`src/rtl/core/lzo1x_stream_decompressor_core_macros.svh`:
```
// assertion macros for the lzo1x decompressor core
`ifndef LZO1X_STREAM_DECOMPRESSOR_CORE_MACROS_SVH
`define LZO1X_STREAM_DECOMPRESSOR_CORE_MACROS_SVH
`ifndef SYNTHESIS
`define LZD_ASSERT_IMPL(label, clk, rst, ante, cons) \
  label: assert property (@(posedge clk) disable iff (rst) (ante) |-> (cons)) \
    else $error("lzd assertion failed");
`define LZD_ASSERT_NEXT(label, clk, rst, ante, cons) \
  label: assert property (@(posedge clk) disable iff (rst) (ante) |=> (cons)) \
    else $error("lzd assertion failed");
`else
`define LZD_ASSERT_IMPL(label, clk, rst, ante, cons)
`define LZD_ASSERT_NEXT(label, clk, rst, ante, cons)
`endif
`endif

```
`src/rtl/core/lzd_pkg.sv`:
```
package lzd_pkg;

  localparam int unsigned WindowBytesDefault = 65536;
  localparam int unsigned ChunkBytesDefault  = 16;
  localparam int unsigned MaxOut             = 16;

  typedef enum logic [3:0] {
    PH_FIRST, PH_OUTER, PH_AFTER_LIT, PH_AFTER_SHORT, PH_LIT_EXT, PH_LIT, PH_TRAIL,
    PH_M1_SHORT, PH_M1_LONG, PH_M2_OFF, PH_LEN_EXT, PH_DIST_LO, PH_DIST_HI,
    PH_COPY, PH_DONE, PH_ERROR
  } phase_t;

  typedef enum logic [1:0] {
    ST_OK = 2'd0, ST_PENDING = 2'd1, ST_END = 2'd2, ST_ERROR = 2'd3
  } status_t;

  typedef enum logic {OP_PUSH = 1'b0, OP_PULL = 1'b1} opcode_t;

  // sequencer state of the control unit
  typedef enum logic [2:0] {
    SQ_IDLE, SQ_PARSE, SQ_RD, SQ_WAIT, SQ_WR, SQ_EMPTY
  } seq_t;

  // control to history memory
  typedef struct packed {
    logic        wr_en;
    logic [15:0] wr_addr;
    logic [7:0]  wr_data;
    logic        rd_en;
    logic [15:0] rd_addr;
  } hist_req_t;

  function automatic logic [31:0] sat_add(input logic [31:0] a, input logic [31:0] b);
    logic [32:0] s;
    s = {1'b0, a} + {1'b0, b};
    return s[32] ? 32'hFFFF_FFFF : s[31:0];
  endfunction

endpackage

```
`src/rtl/core/lzd_ctrl.sv`:
```
`include "lzo1x_stream_decompressor_core_macros.svh"
module lzd_ctrl
  import lzd_pkg::*;
#(
  parameter int unsigned WINDOW_BYTES = WindowBytesDefault,
  parameter int unsigned CHUNK_BYTES  = ChunkBytesDefault
) (
  input  logic        clk,
  input  logic        rst,
  input  logic        in_valid,
  output logic        in_ready,
  input  logic        in_op,
  input  logic [7:0]  in_byte,
  output logic        out_valid,
  input  logic        out_ready,
  output logic [7:0]  out_byte,
  output logic        out_bv,
  output logic        out_last,
  output logic [1:0]  out_status,
  output hist_req_t   hreq,
  input  logic [7:0]  hrd
);
  localparam int unsigned LimRaw = (CHUNK_BYTES > MaxOut) ? MaxOut : CHUNK_BYTES;
  localparam int unsigned Limit  = (LimRaw < 1) ? 1 : LimRaw;
  localparam int unsigned CW     = $clog2(MaxOut + 1);
  localparam logic [CW-1:0] LimitC = CW'(Limit);
  localparam logic [16:0] WinC = 17'(WINDOW_BYTES);

  seq_t seq, seq_next;
  phase_t phase;
  logic [31:0] out_count, pend;
  logic [7:0]  tok, low_off, b;
  logic [15:0] match_dist, wpos;
  logic [1:0]  trail;
  logic        op;
  logic [CW-1:0] nout;

  // output register
  logic        ov;
  logic [7:0]  ob;
  logic        obv, olast;
  logic        oload;

  // parse decode (combinational, one byte)
  phase_t pn;
  logic [31:0] pend_n;
  logic [7:0]  tok_n, low_n;
  logic [1:0]  trail_n;
  logic [15:0] match_dist_n;
  logic        emit_lit, start;
  logic [31:0] sdist, slen;
  logic [7:0]  strail;
  logic [15:0] off16;
  logic [31:0] base;
  logic        serr;
  logic [16:0] wp_n;

  always_comb begin
    pn = phase; pend_n = pend; tok_n = tok; low_n = low_off; trail_n = trail;
    match_dist_n = match_dist;
    emit_lit = 1'b0; start = 1'b0;
    sdist = '0; slen = '0; strail = '0;
    off16 = 16'({b, low_off} >> 2);
    base = {17'd0, tok[3], 14'd0};
    unique case (phase)
      PH_FIRST, PH_OUTER, PH_AFTER_LIT, PH_AFTER_SHORT: begin
        if (phase == PH_FIRST && b > 8'd17) begin
          if (b - 8'd17 < 8'd4) begin
            trail_n = 2'(b - 8'd17); pn = PH_TRAIL;
          end else begin
            pend_n = 32'(b - 8'd17); pn = PH_LIT;
          end
        end else if (b >= 8'd16) begin
          tok_n = b;
          if (b >= 8'd64) pn = PH_M2_OFF;
          else if (b >= 8'd32) begin
            if (b[4:0] == 5'd0) begin pend_n = 32'd31; pn = PH_LEN_EXT; end
            else begin pend_n = 32'(b[4:0]); pn = PH_DIST_LO; end
          end else begin
            if (b[2:0] == 3'd0) begin pend_n = 32'd7; pn = PH_LEN_EXT; end
            else begin pend_n = 32'(b[2:0]); pn = PH_DIST_LO; end
          end
        end else if (phase == PH_AFTER_LIT) begin
          tok_n = b; pn = PH_M1_LONG;
        end else if (phase == PH_AFTER_SHORT) begin
          tok_n = b; pn = PH_M1_SHORT;
        end else if (b == 8'd0) begin
          pend_n = '0; pn = PH_LIT_EXT;
        end else begin
          pend_n = 32'(b) + 32'd3; pn = PH_LIT;
        end
      end
      PH_LIT_EXT, PH_LEN_EXT: begin
        if (b == 8'd0) pend_n = sat_add(pend, 32'd255);
        else begin
          pend_n = sat_add(pend, (phase == PH_LIT_EXT) ? 32'(b) + 32'd18 : 32'(b));
          pn = (phase == PH_LIT_EXT) ? PH_LIT : PH_DIST_LO;
        end
      end
      PH_LIT: begin
        emit_lit = 1'b1;
        if (pend != '0) pend_n = pend - 32'd1;
        if (pend <= 32'd1) pn = PH_AFTER_LIT;
      end
      PH_TRAIL: begin
        emit_lit = 1'b1;
        if (trail != '0) trail_n = trail - 2'd1;
        if (trail <= 2'd1) pn = PH_AFTER_SHORT;
      end
      PH_M1_SHORT: begin
        start = 1'b1; sdist = 32'd1 + 32'(tok >> 2) + {22'd0, b, 2'd0};
        slen = 32'd2; strail = tok;
      end
      PH_M1_LONG: begin
        start = 1'b1; sdist = 32'h801 + 32'(tok >> 2) + {22'd0, b, 2'd0};
        slen = 32'd3; strail = tok;
      end
      PH_M2_OFF: begin
        start = 1'b1; sdist = 32'd1 + 32'(tok[4:2]) + {21'd0, b, 3'd0};
        slen = 32'(tok[7:5]) + 32'd1; strail = tok;
      end
      PH_DIST_LO: begin
        low_n = b; pn = PH_DIST_HI;
      end
      PH_DIST_HI: begin
        slen = sat_add(pend, 32'd2); strail = low_off;
        if (tok >= 8'd32) begin
          start = 1'b1; sdist = 32'd1 + 32'(off16);
        end else if (base + 32'(off16) == '0) begin
          pn = PH_DONE; pend_n = '0;
        end else begin
          start = 1'b1; sdist = base + 32'(off16) + 32'h4000;
        end
      end
      default: ;
    endcase
    serr = (sdist == '0) || (sdist > out_count) || (sdist > 32'(WINDOW_BYTES));
    // a match either starts copying or lands in the error state
    if (start) begin
      trail_n = strail[1:0];
      if (serr) begin
        pn = PH_ERROR; pend_n = '0;
      end else begin
        pn = PH_COPY; pend_n = slen; match_dist_n = sdist[15:0];
      end
    end
  end

  logic [16:0] rd_idx;
  assign rd_idx = ({1'b0, wpos} >= {1'b0, match_dist})
                ? {1'b0, wpos} - {1'b0, match_dist}
                : {1'b0, wpos} + WinC - {1'b0, match_dist};
  assign wp_n = ({1'b0, wpos} + 17'd1 == WinC) ? 17'd0 : {1'b0, wpos} + 17'd1;

  logic drain_more;
  assign drain_more = (pend != '0) && (nout < LimitC);

  // the rest of the match fits in this chunk
  logic chunk_fin;
  assign chunk_fin = (pend <= 32'(Limit) - 32'(nout));

  always_comb begin
    seq_next = seq;
    unique case (seq)
      SQ_IDLE:  if (in_valid) seq_next = SQ_PARSE;
      SQ_PARSE: begin
        if (!ov || out_ready) begin
          if (op == OP_PULL) seq_next = (phase == PH_COPY) ? SQ_RD : SQ_EMPTY;
          else if (phase == PH_COPY || phase == PH_DONE || phase == PH_ERROR) seq_next = SQ_EMPTY;
          else if (emit_lit) seq_next = SQ_IDLE;
          else if (start && !serr) seq_next = SQ_RD;
          else seq_next = SQ_EMPTY;
        end
      end
      SQ_RD:    seq_next = SQ_WAIT;
      SQ_WAIT:  if (!ov || out_ready) seq_next = SQ_WR;
      SQ_WR:    seq_next = drain_more ? SQ_RD : (nout == '0 ? SQ_EMPTY : SQ_IDLE);
      SQ_EMPTY: if (!ov || out_ready) seq_next = SQ_IDLE;
      default:  seq_next = SQ_IDLE;
    endcase
  end

  // output register loads a new result
  assign oload = (!ov || out_ready) &&
                 ((seq == SQ_PARSE && op == OP_PUSH && emit_lit && phase != PH_COPY &&
                   phase != PH_DONE && phase != PH_ERROR) ||
                  seq == SQ_WAIT || seq == SQ_EMPTY);

  // in SQ_WAIT the memory byte is written back and presented
  always_comb begin
    hreq = '0;
    in_ready = (seq == SQ_IDLE);
    if (seq == SQ_RD) begin
      hreq.rd_en = 1'b1; hreq.rd_addr = rd_idx[15:0];
    end
    if (seq == SQ_PARSE && (!ov || out_ready) && op == OP_PUSH && emit_lit &&
        phase != PH_COPY) begin
      hreq.wr_en = 1'b1; hreq.wr_addr = wpos; hreq.wr_data = b;
    end
    if (seq == SQ_WAIT && (!ov || out_ready)) begin
      hreq.wr_en = 1'b1; hreq.wr_addr = wpos; hreq.wr_data = hrd;
    end
  end

  function automatic logic [1:0] stat_of(input phase_t p);
    return (p == PH_COPY) ? ST_PENDING : (p == PH_DONE) ? ST_END :
           (p == PH_ERROR) ? ST_ERROR : ST_OK;
  endfunction

  logic [31:0] pend_after;
  assign pend_after = pend - 32'd1;

  always_ff @(posedge clk) begin
    if (rst) begin
      seq <= SQ_IDLE; phase <= PH_FIRST; out_count <= '0; pend <= '0; tok <= '0;
      low_off <= '0; match_dist <= '0; trail <= '0; wpos <= '0; ov <= 1'b0; nout <= '0;
    end else begin
      seq <= seq_next;
      if (oload) ov <= 1'b1;
      else if (out_ready) ov <= 1'b0;
      unique case (seq)
        SQ_IDLE: if (in_valid) begin
          op <= in_op; b <= in_byte; nout <= '0;
        end
        SQ_PARSE: if (!ov || out_ready) begin
          if (op == OP_PUSH && phase != PH_COPY && phase != PH_DONE && phase != PH_ERROR) begin
            phase <= pn; pend <= pend_n; tok <= tok_n; low_off <= low_n; trail <= trail_n;
            match_dist <= match_dist_n;
            if (emit_lit) begin
              ob <= b; obv <= 1'b1; olast <= 1'b1;
              out_status <= stat_of(pn);
              wpos <= wp_n[15:0]; out_count <= sat_add(out_count, 32'd1);
            end
          end
        end
        SQ_WAIT: if (!ov || out_ready) begin
          ob <= hrd; obv <= 1'b1;
          wpos <= wp_n[15:0]; out_count <= sat_add(out_count, 32'd1);
          pend <= pend_after; nout <= nout + CW'(1);
          olast <= (pend_after == '0) || (nout + CW'(1) >= LimitC);
          out_status <= chunk_fin ? ST_OK : ST_PENDING;
          if (pend_after == '0) phase <= (trail == '0) ? PH_OUTER : PH_TRAIL;
        end
        SQ_EMPTY: if (!ov || out_ready) begin
          ob <= '0; obv <= 1'b0; olast <= 1'b1; out_status <= stat_of(phase);
        end
        default: ;
      endcase
    end
  end

  assign out_valid = ov;
  assign out_byte  = ob;
  assign out_bv    = obv;
  assign out_last  = olast;

  `LZD_ASSERT_IMPL(a_ready_idle, clk, rst, in_ready, seq == SQ_IDLE)
  `LZD_ASSERT_NEXT(a_err_sticky, clk, rst, phase == PH_ERROR, phase == PH_ERROR)
  `LZD_ASSERT_NEXT(a_done_sticky, clk, rst, phase == PH_DONE, phase == PH_DONE)
  `LZD_ASSERT_IMPL(a_chunk_bound, clk, rst, seq == SQ_WR, nout <= LimitC)
endmodule

```
`config.mk`:
```
export PLATFORM = sky130hd
export DESIGN_NAME = lzd_ctrl
export DESIGN_NICKNAME = d
export VERILOG_FILES = /design/src/rtl/core/lzd_pkg.sv /design/src/rtl/core/lzd_ctrl.sv
export VERILOG_INCLUDE_DIRS = /design/src /design/src/rtl/core
export SDC_FILE = /design/constraint.sdc
export NUM_CORES = 1
export LEC_CHECK = 0
export BUFFER_PORTS_ARGS = -buffer_cell sky130_fd_sc_hd__buf_4
export CAP_MARGIN = 20
export CORE_MARGIN = 2
export CORE_UTILIZATION = 40
export DETAILED_ROUTE_END_ITERATION = 16
export PLACE_DENSITY_LB_ADDON = 0.25
export SLEW_MARGIN = 20
export SYNTH_ARGS = -nofsm -noshare
export SYNTH_HDL_FRONTEND = slang
export SYNTH_SLANG_ARGS = --single-unit
```
`constraint.sdc`:
```
create_clock -name clk -period 14.5 [get_ports clk]
set_input_delay 0.725 -clock clk [delete_from_list [all_inputs] [get_ports clk]]
set_output_delay 0.725 -clock clk [all_outputs]
set_load 0.005 [all_outputs]
```
; ---- After elaboration in Yosys (flattened, before gate mapping)
; Cells that the tools add are included.
; W data, S select, Z words.
[totals]
elab_cells = 293
input_bits = 21
output_inout_bits = 56
register_bits = 148
[classes]
mux = 127
n_bitwise = 4
add_sub_neg = 26
magnitude_cmp = 14
eq_ne = 45
reduce_logical = 60
[op_table]
columns = cell, n
row1 = $mux W32, 24
row2 = $pmux W32 S4, 2
row3 = $pmux W32 S2, 2
row4 = $logic_not A32 Y1, 3
row5 = $mux W16, 6
row6 = $pmux W17 S4, 1
row7 = $mux W4, 16
row8 = $mux W8, 8
row9 = $mux W17, 3
row10 = $mux W25, 2
row11 = $eq A4 B4 Y1 const B, 11
row12 = $mux W3, 13
row13 = $mux W2, 18
row14 = $add A32 B1 Y33 const B, 1
row15 = $add A32 B2 Y33 const B, 1
row16 = $add A32 B8 Y33 const B, 1
row17 = $add A32 B9 Y33, 1
row18 = $gt A32 B17 Y1 const B, 1
row19 = $gt A32 B32 Y1, 1
row20 = $le A32 B1 Y1 const B, 1
row21 = $le A32 B32 Y1, 1
row22 = $pmux W16 S2, 1
row23 = $reduce_bool A32 Y1, 1
row24 = $sub A16 B16 Y16, 2
row25 = other kinds (75), 155

; ---- Logic depth before layout (Yosys ltp)
[logic_depth]
depth_word = 18
ltp_mapped = 20
ltp_nobuf = 18

; ---- Least setup slack after synthesis
; Ideal clock, no wire load.
[synth_path]
path_kind = reg-to-reg
start = register nout[2]
end = register out_status[0] (data pin)
setup_ns = 0.267
path_buffers = 1
stages_incl_launch_ff = 14
t_required_ns = 14.233
slack_ns = 9.498
period_less_slack_ns = 5.002
arrival_ns = 4.735
cell_sequence = dfxtp_1 > clkbuf_1 > o41ai_1 > ha_1 > a21o_1 > a21o_1 > a21oi_1 > nor2b_1 > o21ai_0 > nand2b_1 > a21oi_1 > nor2b_1 > o311ai_0 > nand3_1
[synth_via]
elab_chain_len = 5
[synth_rtl]
columns = element, line
row1 = "start, declared", lzd_ctrl.sv:36  ; logic [CW-1:0] nout;
row2 = "start signal, assigned", lzd_ctrl.sv:239  ; pend <= pend_after; nout <= nout + CW'(1);
row3 = $sub A5 B5 Y6, lzd_ctrl.sv:160  ; assign chunk_fin = (pend <= 32'(Limit) - 32'(nout));
row4 = $le A32 B32 Y1, lzd_ctrl.sv:160
row5 = $mux W1, lzd_ctrl.sv:241  ; out_status <= chunk_fin ? ST_OK : ST_PENDING;
row6 = $mux W2, lzd_ctrl.sv:236  ; SQ_WAIT: if (!ov || out_ready) begin
row7 = $pmux W2 S3, lzd_ctrl.sv:221  ; unique case (seq)
row8 = "end signal, assigned", lzd_ctrl.sv:231  ; out_status <= stat_of(pn);
row9 = "end signal, assigned", lzd_ctrl.sv:241
row10 = "end, declared", lzd_ctrl.sv:19  ; output logic [1:0] out_status,
; Every way passes these cells. The select of a mux whose other input is x is not followed.
; A chain may end at the register's enable or synchronous reset.

; ---- Final worst setup path
[layout_path]
start = register b[0]
end = register pend[11]
[layout_via]
elab_chain_len = 13
word_cells_on_any_way = 49
classes_between = add/sub (10) / order compare (6) / eq/ne (8) / mux (18) / reduce/logical (7)
[layout_rtl]
columns = element, line
row1 = "start, declared", lzd_ctrl.sv:32  ; logic [7:0] tok, low_off, b;
row2 = "start signal, assigned", lzd_ctrl.sv:223  ; op <= in_op; b <= in_byte; nout <= '0;
row3 = $add A15 B14 Y16, "lzd_ctrl.sv:129, lzd_ctrl.sv:132"
row4 = $add A16 B15 Y17 / $logic_not A32 Y1 (equally long branches), "lzd_ctrl.sv:132, lzd_ctrl.sv:129"
row5 = $mux W17, lzd_ctrl.sv:129  ; end else if (base + 32'(off16) == '0) begin
row6 = $mux W17, lzd_ctrl.sv:127  ; if (tok >= 8'd32) begin
row7 = $pmux W17 S4 *, lzd_ctrl.sv:65  ; unique case (phase)
row8 = via sdist[9], lzd_ctrl.sv:51  ; logic [31:0] sdist, slen;
row9 = $gt A32 B32 Y1 / $logic_not A32 Y1 (equally long branches), lzd_ctrl.sv:137  ; serr = (sdist == '0) || (sdist > out_count) || (sdist > 32'(WINDOW_BYTES));
row10 = $logic_or A1 B1 Y1, lzd_ctrl.sv:137
row11 = $logic_or A1 B1 Y1 *, lzd_ctrl.sv:137
row12 = $mux W32 *, lzd_ctrl.sv:141  ; if (serr) begin
row13 = $mux W32 *, lzd_ctrl.sv:139  ; if (start) begin
row14 = $mux W32 *, lzd_ctrl.sv:226  ; if (op == OP_PUSH && phase != PH_COPY && phase != PH_DONE && phase != PH_ERROR) begin
row15 = $mux W32 *, lzd_ctrl.sv:225  ; SQ_PARSE: if (!ov || out_ready) begin
row16 = $pmux W32 S2 *, lzd_ctrl.sv:221
row17 = "end signal, assigned", lzd_ctrl.sv:227  ; phase <= pn; pend <= pend_n; tok <= tok_n; low_off <= low_n; trail <= trail_n;
row18 = "end signal, assigned", lzd_ctrl.sv:239
row19 = "end, declared", lzd_ctrl.sv:31  ; logic [31:0] out_count, pend;
; The timed path passes the listed nets; every way through them passes the cells marked *. The select of a mux whose other input is x is not followed.

==> metrics.yaml <==
run_status:
  status: "complete, no violations"
placed_design:
  place_congestion: 0.952
  portBuffers: 76
  pre_cts_ws_ps: 9110
  dp_hpwl_um: 34600
grt:
  grtUsageTotal_pct: 26.7
  antenna_found_initial: 0
  grt_pass1_vias: 13860
  grt_pass1_wl_um: 77400
  grt_max_degree: 68
  grt_overflow_total: 0
route:
  first_pass_iters: 5
  wl_per_cell_um: 20.5
  vias_per_cell: 6.12
  vias: 14590
  first_iter_violations: 1515
  routed_wl_um: 48800
  drc: 0
  ant_nets: 0
clock_tree:
  cts-root-buf: "clkbuf_16"
  cts_max_level: 4
  cts_tree: "built"
  clkSlewWorstSetupHoldPaths_ps: 70
  postCtsResizedCells: 0
  holdBufCountCts: 0
  clock_sinks: 148
  post-cts-setup-buffer-count: 0
  clk_path_buf_depth: 2
  cts_buffers: 17
  clock_latency_ps: 460
synth:
  muxShareOfSynthArea_pct: 0.931
  yosysWarnings: 0
  synthArstFlopShare_pct: 0
  yosysSeqAreaShare_pct: 22.5
  synth_edf_count: 21
  postSynthCellCount: 1923
  synthFlopType: "dfxtp_1"
  synth.area.top_cells: "dfxtp_1 (18%), ha_1 (9.0%), nor2_1 (6.8%)"
  synth_compound_area_share_pct: 23.8
  synth_top_cell_area_share_pct: 18.0
  syn_avg_cell_area_um2: 7.34
  syn-num-nets: 2048
  syn_area_mm2: 0.0141
  synth-simple-area-share_pct: 27.2
  synth_top_family_by_area: "simple AND/OR/NAND/NOR gates"
  ys_ff_latch: 148
  synth_fa_ha_area_share_pct: 9.32
  synth_xor_area_share_pct: 10.7
  ys_types: 83
  synthTopCellsByCount: "nor2_1 (256), nand2_1 (164), a21oi_1 (130), dfxtp_1 (127)"
  yosysMostFrequentCell: "nor2_1"
  yosysTopAreaCell: "dfxtp_1"
floorplan:
  die_y_um: 192
  io_pins: 77
  die_x_um: 192
  dieArea_mm2: 0.0368
  fp-row-count: 68
  core_mm2: 0.0346
  start_util_pct: 40.8
worst_setup_path:
  required_ps: 14860
  crit_chain: "ha_1 > nand3_1 > a2111oi_0 > o21bai_1 > xor2_1 > o221ai_1 > ha_1 > a21o_1 > a21o_1 > a211oi_1 > o21ai_0 > o211ai_1 > a221o_1 > o21ai_2 > nor2_1 > o21ai_0 > a311oi_1"
  cp-start-kind: "flop"
  slowest_delay_ps: 700
  path_class: "flop to flop"
  arrival_ps: 5860
  path_buf_inv: 0
  cp-end-kind: "flop"
  cp_top_family: "compound AO/OA/AOI/OAI gates"
  slowest_stage: "a2111oi_0"
  critical_path.max_fanout: 16
  rrSetupSlack_ps: 9010
sta:
  timing.setup.tns_ps: 0
  final-setup-viol-count: 0
  fin_crit_ps: 5490
  tightestPinTransition_ps: 1190
  fmax_mhz: 182
  maxSlewViolCount: 0
  relSlewSlack_pct: 20.2
  finalCritPeriodShare_pct: 37.9
  timing.final.ws_setup_ps: 9010
  grt_setup_unrepaired: "false"
  skew_ps: 13.2
  hold-worst-slack_ps: 442
  timing_hold_violations_final: 0
final_layout:
  drive_gt1_share_pct: 9.02
  area_growth_pct: 10.3
  regArea_mm2: 0.00317
  layout.nets: 2042
  fill_cells: 3543
  multi_input_area_mm2: 0.0102
  num_antenna_cells: 0
pwr:
  p_leak_uw: 0.00586
  ir_drop_v: 0.000149
  p_per_area_mw_per_mm2: 200
job:
  cap_violations: 0
min_path:
  hold_path.class: "input pin to flop"
layer usage:
layer	GRT usage, %	vias to the layer above	routed length (µm)
li1	-	6974	-
met1	37.1	6949	22300
met2	42.1	584	21800
met3	3.98	83	3540
met4	9.35	0	1130
met5	0	-	0
area by class of cell:
class	count	share of cell area, %
clock buffers	18	2.82
clock inverters	14	1.05
inverters	72	1.74
multi-input cells	1577	65.5
flip-flops and latches	148	20.4
well taps	455	3.66
repair buffers	101	4.87
state kept, by name, summed over array words and instances (netlist names):
name	cells
b	8
low_off	8
match_dist	16
nout	5
op	1
out_bv	1
out_byte	8
out_count	32
out_last	1
out_status	2
out_valid	1
pend	32
phase	4
seq	3
tok	8
trail	2
wpos	16
metrics by stage:
| step | power, µW | utilization, % | cell area, µm² | cells |
|---|---|---|---|---|
| floorplan | 2100 | - | 14100 | 1923 |
| finish | 3110 | 45.0 | 15600 | 2385 |
| detailed placement | 2590 | 43.2 | 15000 | 2353 |
| CTS | 3080 | 45.0 | 15600 | 2385 |
| global placement | 2560 | 43.2 | 15000 | 2353 |
| global route | 3340 | 45.0 | 15600 | 2385 |
layout by cell type (no fill, tap or decap), types with 24 or more instances in the layout:
| master | count |
|---|---|
| a31oi_1 | 24 |
| nand3_1 | 70 |
| nor2_1 | 254 |
| and2_1 | 27 |
| xor2_1 | 75 |
| nor3_1 | 62 |
| dfxtp_1 | 127 |
| nand4_1 | 40 |
| a21oi_1 | 130 |
| a211oi_1 | 30 |
| nand2_1 | 164 |
| o21ai_0 | 102 |
| xnor2_1 | 97 |
| nor4_1 | 35 |
| inv_1 | 70 |
| buf_4 | 101 |
| ha_1 | 102 |
| a21o_1 | 27 |
worst paths after layout:
check,startpoint,end,cells after the start
min reg2reg,match_dist[14]$_SDFFE_PP0P_,match_dist[14]$_SDFFE_PP0P_,2
max reg2reg,b[0]$_DFFE_PP_,pend[11]$_SDFFE_PP0P_,17
min,in_op,op$_DFFE_PP_,1
max,b[0]$_DFFE_PP_,pend[11]$_SDFFE_PP0P_,17
power breakdown:
part	leakage, µW	switching (µW)	total [µW]	internal (µW)
registers	0.00122	197	691	495
clock network	0.000300	214	478	263
logic	0.00434	1170	1940	773
cells by family (layout without fill, tap and decap cells):
group                      Yosys count  in the layout
muxes                               13             13
DFF                                148            148
buffers and inverters              198            205
and+or+nand+nor                    785            785
xor gates and xnor gates           172            172
AOI/OAI and AO/OA                  503            503
adders and majority gates          104            104
Note: power is estimated with default switching activity, not from simulation.
